## config.mk

```make
export PLATFORM = sky130hd
export DESIGN_NAME = key_matrix_shift_debounce
export DESIGN_NICKNAME = d
export VERILOG_FILES = /design/src/rtl/kmsd_pkg.sv /design/src/rtl/kmsd_ram.sv /design/src/rtl/key_matrix_shift_debounce.sv
export SDC_FILE = /design/constraint.sdc
export NUM_CORES = 1
export LEC_CHECK = 0
export BUFFER_PORTS_ARGS = -buffer_cell sky130_fd_sc_hd__buf_2
export CAP_MARGIN = 20
export CORE_UTILIZATION = 55
export CTS_BUF_LIST = sky130_fd_sc_hd__clkbuf_4
export DETAILED_ROUTE_END_ITERATION = 8
export PLACE_DENSITY = 0.7
export SYNTH_ARGS = -nofsm -noshare
export SYNTH_HDL_FRONTEND = slang
export SYNTH_SLANG_ARGS = --single-unit
```

## constraint.sdc

```tcl
create_clock -name clk -period 11.72 [get_ports clk]
set_clock_uncertainty 0.1 [all_clocks]
set_input_delay 0 -clock clk [delete_from_list [all_inputs] [get_ports clk]]
set_output_delay 0 -clock clk [all_outputs]
set_load 0.01 [all_outputs]
```

## src/rtl/kmsd_pkg.sv

```systemverilog
`default_nettype none
package kmsd_pkg;

  localparam int unsigned ROW_W   = 3;
  localparam int unsigned LEVEL_W = 15;
  localparam int unsigned HIST_W  = 8;
  localparam int unsigned CFG_W   = 8;
  localparam int unsigned CFG_IDX_W = 1;

  localparam logic [HIST_W-1:0] SAMPLE_TOP = 8'h80;

  localparam logic [CFG_IDX_W-1:0] CFG_PRESS   = 1'b0;
  localparam logic [CFG_IDX_W-1:0] CFG_RELEASE = 1'b1;

  localparam logic [CFG_W-1:0] PRESS_RESET   = 8'd224;
  localparam logic [CFG_W-1:0] RELEASE_RESET = 8'd31;

  typedef logic [ROW_W-1:0]   row_t;
  typedef logic [LEVEL_W-1:0] level_t;
  typedef logic [HIST_W-1:0]  hist_t;

  typedef struct packed {
    row_t   row;
    level_t keys;
  } result_t;

endpackage
`default_nettype wire

```

## src/rtl/kmsd_ram.sv

```systemverilog
`default_nettype none
module kmsd_ram #(
  parameter int unsigned WIDTH = 8,
  parameter int unsigned DEPTH = 4
) (
  input  wire logic                                      clk,
  input  wire logic                                      we,
  input  wire logic [((DEPTH > 1) ? $clog2(DEPTH) : 1)-1:0] waddr,
  input  wire logic [WIDTH-1:0]                          wdata,
  input  wire logic [((DEPTH > 1) ? $clog2(DEPTH) : 1)-1:0] raddr,
  output logic      [WIDTH-1:0]                          rdata
);

  logic [WIDTH-1:0] mem [DEPTH];

  always_ff @(posedge clk) begin
    if (we) begin
      mem[waddr] <= wdata;
    end
    rdata <= mem[raddr];
  end

endmodule
`default_nettype wire

```

## src/rtl/key_matrix_shift_debounce.sv

```systemverilog
`default_nettype none
// Keyboard matrix debouncer. Each input word is one scanned row: a row index
// and active-low column levels. Every key keeps an 8-bit sample history; the
// newest pressed sample enters at the top bit. A key turns pressed when its
// history is at or above press_threshold, released when at or below
// release_threshold, and otherwise holds. One output word per input word
// carries the row index and the row's debounced bitmap (zero and no state
// change for a row index at or above ROWS). Histories and key bits of a row
// share one word of a single-port-write RAM, read at the edge that takes a
// word and written back at the next edge, with forwarding for the same row
// back to back. A result word passes through the compute stage register into
// the output queue, from which it leaves when out_stall is low; the block takes
// one row per cycle, limited only by the three-entry output queue when the
// output stalls.
module key_matrix_shift_debounce #(
  parameter int unsigned ROWS = 6,
  parameter int unsigned COLS = 15
) (
  input  wire logic                             clk,
  input  wire logic                             rst,
  input  wire logic                             in_valid,
  output logic                                  in_stall,
  input  wire logic [kmsd_pkg::ROW_W-1:0]       row_index,
  input  wire logic [kmsd_pkg::LEVEL_W-1:0]     column_levels,
  output logic                                  out_valid,
  input  wire logic                             out_stall,
  output logic      [kmsd_pkg::ROW_W-1:0]       row_out,
  output logic      [kmsd_pkg::LEVEL_W-1:0]     row_keys,
  input  wire logic                             cfg_we,
  input  wire logic [kmsd_pkg::CFG_IDX_W-1:0]   cfg_index,
  input  wire logic [kmsd_pkg::CFG_W-1:0]       cfg_data
);

  localparam int unsigned AW     = (ROWS > 1) ? $clog2(ROWS) : 1;
  localparam int unsigned HW     = kmsd_pkg::HIST_W;
  localparam int unsigned LW     = kmsd_pkg::LEVEL_W;
  localparam int unsigned WORD_W = COLS * (HW + 1);
  localparam int unsigned CMP_W  = 6;

  logic [kmsd_pkg::CFG_W-1:0] press_threshold;
  logic [kmsd_pkg::CFG_W-1:0] release_threshold;

  always_ff @(posedge clk) begin
    if (rst) begin
      press_threshold   <= kmsd_pkg::PRESS_RESET;
      release_threshold <= kmsd_pkg::RELEASE_RESET;
    end else if (cfg_we) begin
      case (cfg_index)
        kmsd_pkg::CFG_PRESS:   press_threshold   <= cfg_data;
        kmsd_pkg::CFG_RELEASE: release_threshold <= cfg_data;
        default: ;
      endcase
    end
  end

  // input side
  logic           accept;
  logic [CMP_W-1:0] row_wide;
  logic [AW-1:0]  in_addr;
  logic           in_range;

  assign accept   = in_valid && !in_stall;
  assign row_wide = {{(CMP_W - kmsd_pkg::ROW_W){1'b0}}, row_index};
  assign in_addr  = row_wide[AW-1:0];
  assign in_range = row_wide < CMP_W'(ROWS);

  // compute stage
  logic                  s1_valid;
  kmsd_pkg::row_t        s1_row;
  kmsd_pkg::level_t      s1_levels;
  logic [AW-1:0]         s1_addr;
  logic                  s1_in_range;

  always_ff @(posedge clk) begin
    if (rst) begin
      s1_valid <= 1'b0;
    end else begin
      s1_valid <= accept;
    end
    if (accept) begin
      s1_row      <= row_index;
      s1_levels   <= column_levels;
      s1_addr     <= in_addr;
      s1_in_range <= in_range;
    end
  end

  logic [WORD_W-1:0] ram_rdata;
  logic [WORD_W-1:0] wr_word;
  logic              ram_we;
  logic [ROWS-1:0]   row_written;
  logic              fwd_valid;
  logic [AW-1:0]     fwd_addr;
  logic [WORD_W-1:0] fwd_word;

  kmsd_ram #(
    .WIDTH(WORD_W),
    .DEPTH(ROWS)
  ) u_ram (
    .clk  (clk),
    .we   (ram_we),
    .waddr(s1_addr),
    .wdata(wr_word),
    .raddr(in_addr),
    .rdata(ram_rdata)
  );

  assign ram_we = s1_valid && s1_in_range;

  always_ff @(posedge clk) begin
    if (rst) begin
      row_written <= '0;
      fwd_valid   <= 1'b0;
    end else begin
      fwd_valid <= ram_we;
      if (ram_we) begin
        row_written[s1_addr] <= 1'b1;
      end
    end
    if (ram_we) begin
      fwd_addr <= s1_addr;
      fwd_word <= wr_word;
    end
  end

  logic [WORD_W-1:0]      cur_word;
  logic [COLS-1:0]        new_keys;
  logic [COLS+LW-1:0]     levels_wide;
  logic [COLS+LW-1:0]     keys_wide;
  kmsd_pkg::level_t       s1_keys;

  assign levels_wide = {{COLS{1'b1}}, s1_levels};

  always_comb begin
    kmsd_pkg::hist_t h;
    logic            k;
    if (fwd_valid && fwd_addr == s1_addr) begin
      cur_word = fwd_word;
    end else if (row_written[s1_addr]) begin
      cur_word = ram_rdata;
    end else begin
      cur_word = '0;
    end
    for (int c = 0; c < COLS; c++) begin
      h = cur_word[c*HW +: HW];
      k = cur_word[COLS*HW + c];
      h = (h >> 1) | (levels_wide[c] ? '0 : kmsd_pkg::SAMPLE_TOP);
      if (h >= press_threshold) begin
        k = 1'b1;
      end else if (h <= release_threshold) begin
        k = 1'b0;
      end
      wr_word[c*HW +: HW] = h;
      new_keys[c] = k;
    end
    wr_word[COLS*HW +: COLS] = new_keys;
  end

  assign keys_wide = {{LW{1'b0}}, new_keys};
  assign s1_keys   = s1_in_range ? keys_wide[LW-1:0] : '0;

  // output queue, three entries
  kmsd_pkg::result_t q_mem [3];
  logic [1:0]        q_head;
  logic [1:0]        q_tail;
  logic [1:0]        q_count;
  logic              pop;
  kmsd_pkg::result_t q_out;

  assign out_valid = q_count != 2'd0;
  assign pop       = out_valid && !out_stall;
  assign in_stall  = (q_count == 2'd3) || (q_count == 2'd2 && s1_valid);
  assign q_out     = q_mem[q_head];
  assign row_out   = q_out.row;
  assign row_keys  = q_out.keys;

  always_ff @(posedge clk) begin
    if (rst) begin
      q_head  <= '0;
      q_tail  <= '0;
      q_count <= '0;
    end else begin
      if (s1_valid) begin
        q_tail <= (q_tail == 2'd2) ? 2'd0 : q_tail + 2'd1;
      end
      if (pop) begin
        q_head <= (q_head == 2'd2) ? 2'd0 : q_head + 2'd1;
      end
      q_count <= q_count + {1'b0, s1_valid} - {1'b0, pop};
    end
    if (s1_valid) begin
      q_mem[q_tail] <= '{row: s1_row, keys: s1_keys};
    end
  end

endmodule
`default_nettype wire
```

; Yosys cells after proc, flatten, opt, wreduce, memory -nomap -nowiden
; Memories as Yosys holds them, arrays and structs flattened. A register that Yosys moved wholly into a read port is not among the register bits.
; Cells that the tools add are included.
[op_classes]
n_addsub = 4
n_mul = 0
n_reduce_logical = 12
shift = 0
eq_ne = 5
bitwise_logic = 17
n_lt_le_gt_ge = 33
mux = 60
div = 0
[ops]
columns = op, n
row1 = two-way mux 135 bit, 2
row2 = >= comparator 8 bit, 15
row3 = <= comparator 8 bit, 15
row4 = two-way mux 8 bit, 15
row5 = OR 7 x 8 -> 8 bit, 15
row6 = two-way mux 1 bit, 36
row7 = two-way mux 15 bit, 1
row8 = equality test 2 bit (second input constant), 4
row9 = two-way mux 2 bit, 4
row10 = logical AND 1 bit, 6
row11 = OR 6 bit, 1
row12 = adder 2 x 1 -> 2 bit (second input constant), 2
row13 = < comparator 3 x 4 -> 1 bit (second input constant), 1
row14 = AND reduction 2 bit, 2
row15 = binary-select mux 1 bit (select 3 bit), 1
row16 = demux 1 bit (select 3 bit), 1
row17 = equality test 3 bit, 1
row18 = >= comparator 3 x 1 -> 1 bit (second input constant), 1
row19 = < comparator 3 bit (second input constant), 1
row20 = adder 2 x 1 -> 2 bit, 1
row21 = zero test 1 bit, 2
row22 = nonzero test 2 bit, 1
row23 = subtractor 2 x 1 -> 2 bit, 1
row24 = logical OR 1 bit, 1
row25 = inverter 1 bit, 1
[word_totals]
word_cells = 146
reg_bits = 187
n_memories = 2
ramBits = 864
romBits = 0
output_inout_bits = 20
in_bits = 32
latchBits = 0
[memory_table]
columns = memory, depth, width, rd, rd_clocked_by_memory_dff, write_ports, line_no
row1 = u_ram.mem, 6, 135, 1, 1, 1, kmsd_ram.sv:14  ; logic [WIDTH-1:0] mem [DEPTH];
row2 = q_mem, 3, 18, 1, 1, 1, key_matrix_shift_debounce.sv:163  ; kmsd_pkg::result_t q_mem [3];

; Depth between registers and ports, before layout
[depth]
depth_word = 9
mapped_depth = 13
depth_no_buf = 10

; Cells and area by module
; A second synthesis with hierarchy kept.
[hier_totals]
hier_cells = 2959
area_unflattened_um2 = 48567.8
[by_module_without_submodules]
columns = module, cells_each, area_each_um2, n_inst
row1 = kmsd_ram, 1722, 34481.8, 1
row2 = key_matrix_shift_debounce, 1237, 14086.0, 1

; Least setup slack after synthesis
; Ideal clock, no wire load.
[synth_timing]
path_type = register -> register
startpoint = reg s1_addr[0]
endpoint = mem u_ram.mem[0][100] (netlist bit), enable pin
path_slack_ns = -1.280
synth_period_minus_slack_ns = 13.000
setup_ns = 0.895
arrival_ns = 12.005
path_stages_with_launch = 3
cell_sequence = edfxtp_1 buf_6 nor4_1
[synth_lines]
columns = item, line_no
row1 = start: declaration, key_matrix_shift_debounce.sv:71  ; logic [AW-1:0] s1_addr;
row2 = start signal: assignment, key_matrix_shift_debounce.sv:83  ; s1_addr <= in_addr;
row3 = end: declaration, kmsd_ram.sv:14
; Straight into the memory's write port.

; Worst setup path after layout
[layout_timing]
startpoint = reg s1_addr[0]
endpoint = mem q_mem[2][6] (netlist bit), data pin
[layout_between]
elab_chain_cells = 9
elab_cells_between_ends = 12
classes_between = 2 x order compare / 1 x eq/ne / 7 x mux / 1 x bitwise / 1 x reduce/logical
[layout_rtl]
columns = item, line_no
row1 = binary-select mux 1 bit (select 3 bit), key_matrix_shift_debounce.sv:139  ; end else if (row_written[s1_addr]) begin
row2 = two-way mux 1 bit (implied by the code), key_matrix_shift_debounce.sv:139
row3 = two-way mux 135 bit, key_matrix_shift_debounce.sv:139
row4 = two-way mux 135 bit *, key_matrix_shift_debounce.sv:137  ; if (fwd_valid && fwd_addr == s1_addr) begin
row5 = via cur_word[55], key_matrix_shift_debounce.sv:126  ; logic [WORD_W-1:0] cur_word;
row6 = OR 7 x 8 -> 8 bit *, key_matrix_shift_debounce.sv:147  ; h = (h >> 1) | (levels_wide[c] ? '0 : kmsd_pkg::SAMPLE_TOP);
row7 = <= comparator 8 bit, key_matrix_shift_debounce.sv:150  ; end else if (h <= release_threshold) begin
row8 = two-way mux 1 bit, key_matrix_shift_debounce.sv:150
row9 = two-way mux 1 bit *, key_matrix_shift_debounce.sv:148  ; if (h >= press_threshold) begin
row10 = via keys_wide[6], key_matrix_shift_debounce.sv:129  ; logic [COLS+LW-1:0] keys_wide;
row11 = two-way mux 15 bit *, key_matrix_shift_debounce.sv:160  ; assign s1_keys = s1_in_range ? keys_wide[LW-1:0] : '0;
row12 = via s1_keys[6], key_matrix_shift_debounce.sv:130  ; kmsd_pkg::level_t s1_keys;
row13 = end: declaration, key_matrix_shift_debounce.sv:163
; The timed path passes the listed nets; every way through them passes the cells marked *. The select of a mux whose other input is x is not followed.

==> results.ini <==
[worst_setup_path]
worst-path-buf-inv=2
cp_slowest_stage_delay_ns=0.88
critPathArrivalTime_ns=6.45
cp-end-kind=flip-flop
worstSetupPathType=reg2reg
cp.required_ns=12.49
crit_path_start_kind=flip-flop
crit_chain=xnor2_2 > and4_4 > nor2b_4 > buf_4 > buf_4 > a22o_1 > ha_1 > and4_1 > nand4_1 > o31ai_1 > o31ai_1 > and2_1
path_max_fanout=62
critPathTopFamily=buffers and inverters
crit_slowest_cell=buf_4

[timing]
min_period_over_period_pct=48.48
finalSetupViolCount=0
min_period_ns=5.682
worst_pin_slew_ns=1.125
rsz0062_at_grt=no
timing_hold_violations_final=0
maxSlewHeadroom_pct=24.77
fin_setup_tns_ns=0
setup_slack_ns=6.038
fmax_mhz=176.0
maxSlewViolCount=0
holdWs_ns=0.07971

[final_layout]
drive_gt1_share_pct=21.32
syn_to_final_growth_pct=13.45
nNetsFinal=3245
finalInstanceArea_um2=49350
stdcell_count=4216
final_util_pct=63.39

[floorplan]
rows=102
fp.coreArea_um2=77850
fp.dieH_um=283.2
ios=52
dieWidth_um=283.2
design.die.area_um2=80220
start_util_pct=55.88

[synthesis]
synthCells=2615
synth-edff-count=916
synthArstFlopShare_pct=0
synth_top_area_cell=edfxtp_1
syn_area_um2=43500
synth_seq_area_share_pct=70.23
syn_nets=2889
synth_top_area_share_pct=63.23
yosysWarnings=0
synthTopCellsByArea=edfxtp_1 63%, dfxtp_1 7.0%, ha_1 7.0%
synth_top_cells_by_count=916 x edfxtp_1, 242 x ha_1, 220 x a21oi_1, 166 x nor2_1, 152 x dfxtp_1
ys_types=43
synth.most_common_cell=edfxtp_1
syn_avg_cell_area_um2=16.63
synth.ff_latch_count=1068
ys.flop_type=edfxtp_1

[clocking]
cts_buffer_depth=4
cts_buffers=282
clock_latency_ns=1.09
cts_setup_buffers=0
path_clk_slew_ns=0.07
cts_tree=yes
clock_tree.root_cell=clkbuf_4
clock-sinks=1068
htree_num_levels=5

[grt]
antenna_found_initial=4
grt_max_degree=122
grt_pass1_vias=26568
grt_first_pass_wirelength_mm=154.3
grt_overflow=0
grt_use_total_pct=25.66

[hold_path]
hp-class=in2reg

[drt]
vias_per_cell=5.956
wl_per_cell_um=24.08
drt_iter0_markers=1934
antenna_left=0
vias=25112
drc=0
routed_wl_mm=101.5
drt_first_pass_iters=5

[place]
place_ws_ns=6.166
portBuffers=51
dpl.hpwl_mm=52.52
place.gp.congestion=0.8312
place_inst=3640
placed_cell_area_um2=45050

[status]
status=finished, final reports clean

[power_and_ir_drop]
peakVddDrop_mv=0.1177
power.total_mw=7.976
power_density_nw_per_um2=161.6
p_leak_nw=18.06

[run]
maxCapViolations=0

## power by group
| part | internal [mW] | total [mW] | switching, mW |
|---|---|---|---|
| sequential | 4.24 | 4.30 | 0.0610 |
| combinational | 0.217 | 0.580 | 0.363 |
| clock | 1.65 | 3.09 | 1.44 |
## placed cells by master (no fill, tap or decap), types with 8 or more instances in the layout
cell,Yosys,layout
a211o_1,8,8
a211oi_1,32,32
a21oi_1,220,220
a22o_1,90,90
a22oi_1,24,24
a41oi_1,9,9
and2_1,25,24
and4_1,13,13
buf_2,39,50
buf_4,2,36
clkbuf_4,0,412
clkinv_1,0,51
clkinv_2,0,9
dfxtp_1,152,149
dlygate4sd3_1,0,85
edfxtp_1,916,916
ha_1,242,242
inv_1,52,51
inv_2,0,9
mux2i_1,139,139
mux4_2,121,121
nand2_1,81,81
nand2b_1,9,9
nand3_1,10,10
nand4_1,23,23
nor2_1,166,164
nor2b_1,27,27
nor3_1,14,10
nor4bb_1,9,9
o21ai_0,77,77
o31ai_1,18,17
## worst reg2reg max path: stages, from the launching register on
cell	delay [ns]
edfxtp_1	0.68
xnor2_2	0.26
and4_4	0.48
nor2b_4	0.19
buf_4	0.63
buf_4	0.91
a22o_1	0.43
ha_1	0.30
and4_1	0.23
nand4_1	0.10
o31ai_1	0.08
o31ai_1	0.79
and2_1	0.28
## final cells by class
| type | count | area, µm² |
|---|---|---|
| Multi-Input combinational cell | 1388 | 12340 |
| Tap cell | 1040 | 1301 |
| Fill cell | 5664 | 28500 |
| Timing Repair Buffer | 179 | 1511 |
| Sequential cell | 1068 | 30550 |
| Antenna cell | 6 | 15.01 |
| Clock buffer | 412 | 3093 |
| Clock inverter | 71 | 330.3 |
| Inverter | 52 | 200.2 |
## routing by layer
layer | vias to the layer above | part of all wire, % | global-route usage, %
met2 | 937 | 50 | 43.33
met5 | - | 0.026 | 0
met1 | 12694 | 40 | 32.16
met3 | 236 | 6.7 | 5.056
li1 | 11241 | - | -
met4 | 4 | 3.3 | 11.53
## worst paths after layout
check,startpoint,endpoint,slack [ns],depth (start not counted)
setup / recovery,s1_addr[0],q_mem[2][6],6.04,12
hold / removal,column_levels[9],s1_levels[9],0.08,3
setup reg to reg,s1_addr[0],q_mem[2][6],6.04,12
hold reg to reg,release_threshold[1],release_threshold[1],0.37,1
## timing repair
| action | 4_1_cts | 5_1_grt |
|---|---|---|
| gates resized for setup | 0 | 0 |
| hold buffers | 85 | 0 |
| hold endpoints to repair | 176 | 0 |
## sequential cells by signal, summed over array words and instances, names as in the netlist, named ones only
register / flops
s1_addr: 3
u_ram.rdata: 120
fwd_valid: 1
u_ram.mem: 720
s1_valid: 1
press_threshold: 8
s1_in_range: 1
s1_levels: 15
fwd_word: 120
q_head: 2
fwd_addr: 3
q_tail: 2
q_count: 2
release_threshold: 8
q_mem: 54
row_written: 6
## cell families (layout without fill, tap and decap cells)
family,Yosys count,after routing,share of synthesized area (%)
buffers and inverters,159,714,1.536
multiplexers,260,260,9.463
AO/OA/AOI/OAI,493,493,7.384
adder cells (fa/ha/maj),242,242,6.961
XOR/XNOR,5,5,0.1525
AND/OR/NAND/NOR,388,388,4.274
flip-flops,1068,1068,70.23
other,0,6,0
Note: power is estimated with default switching activity, not from simulation.
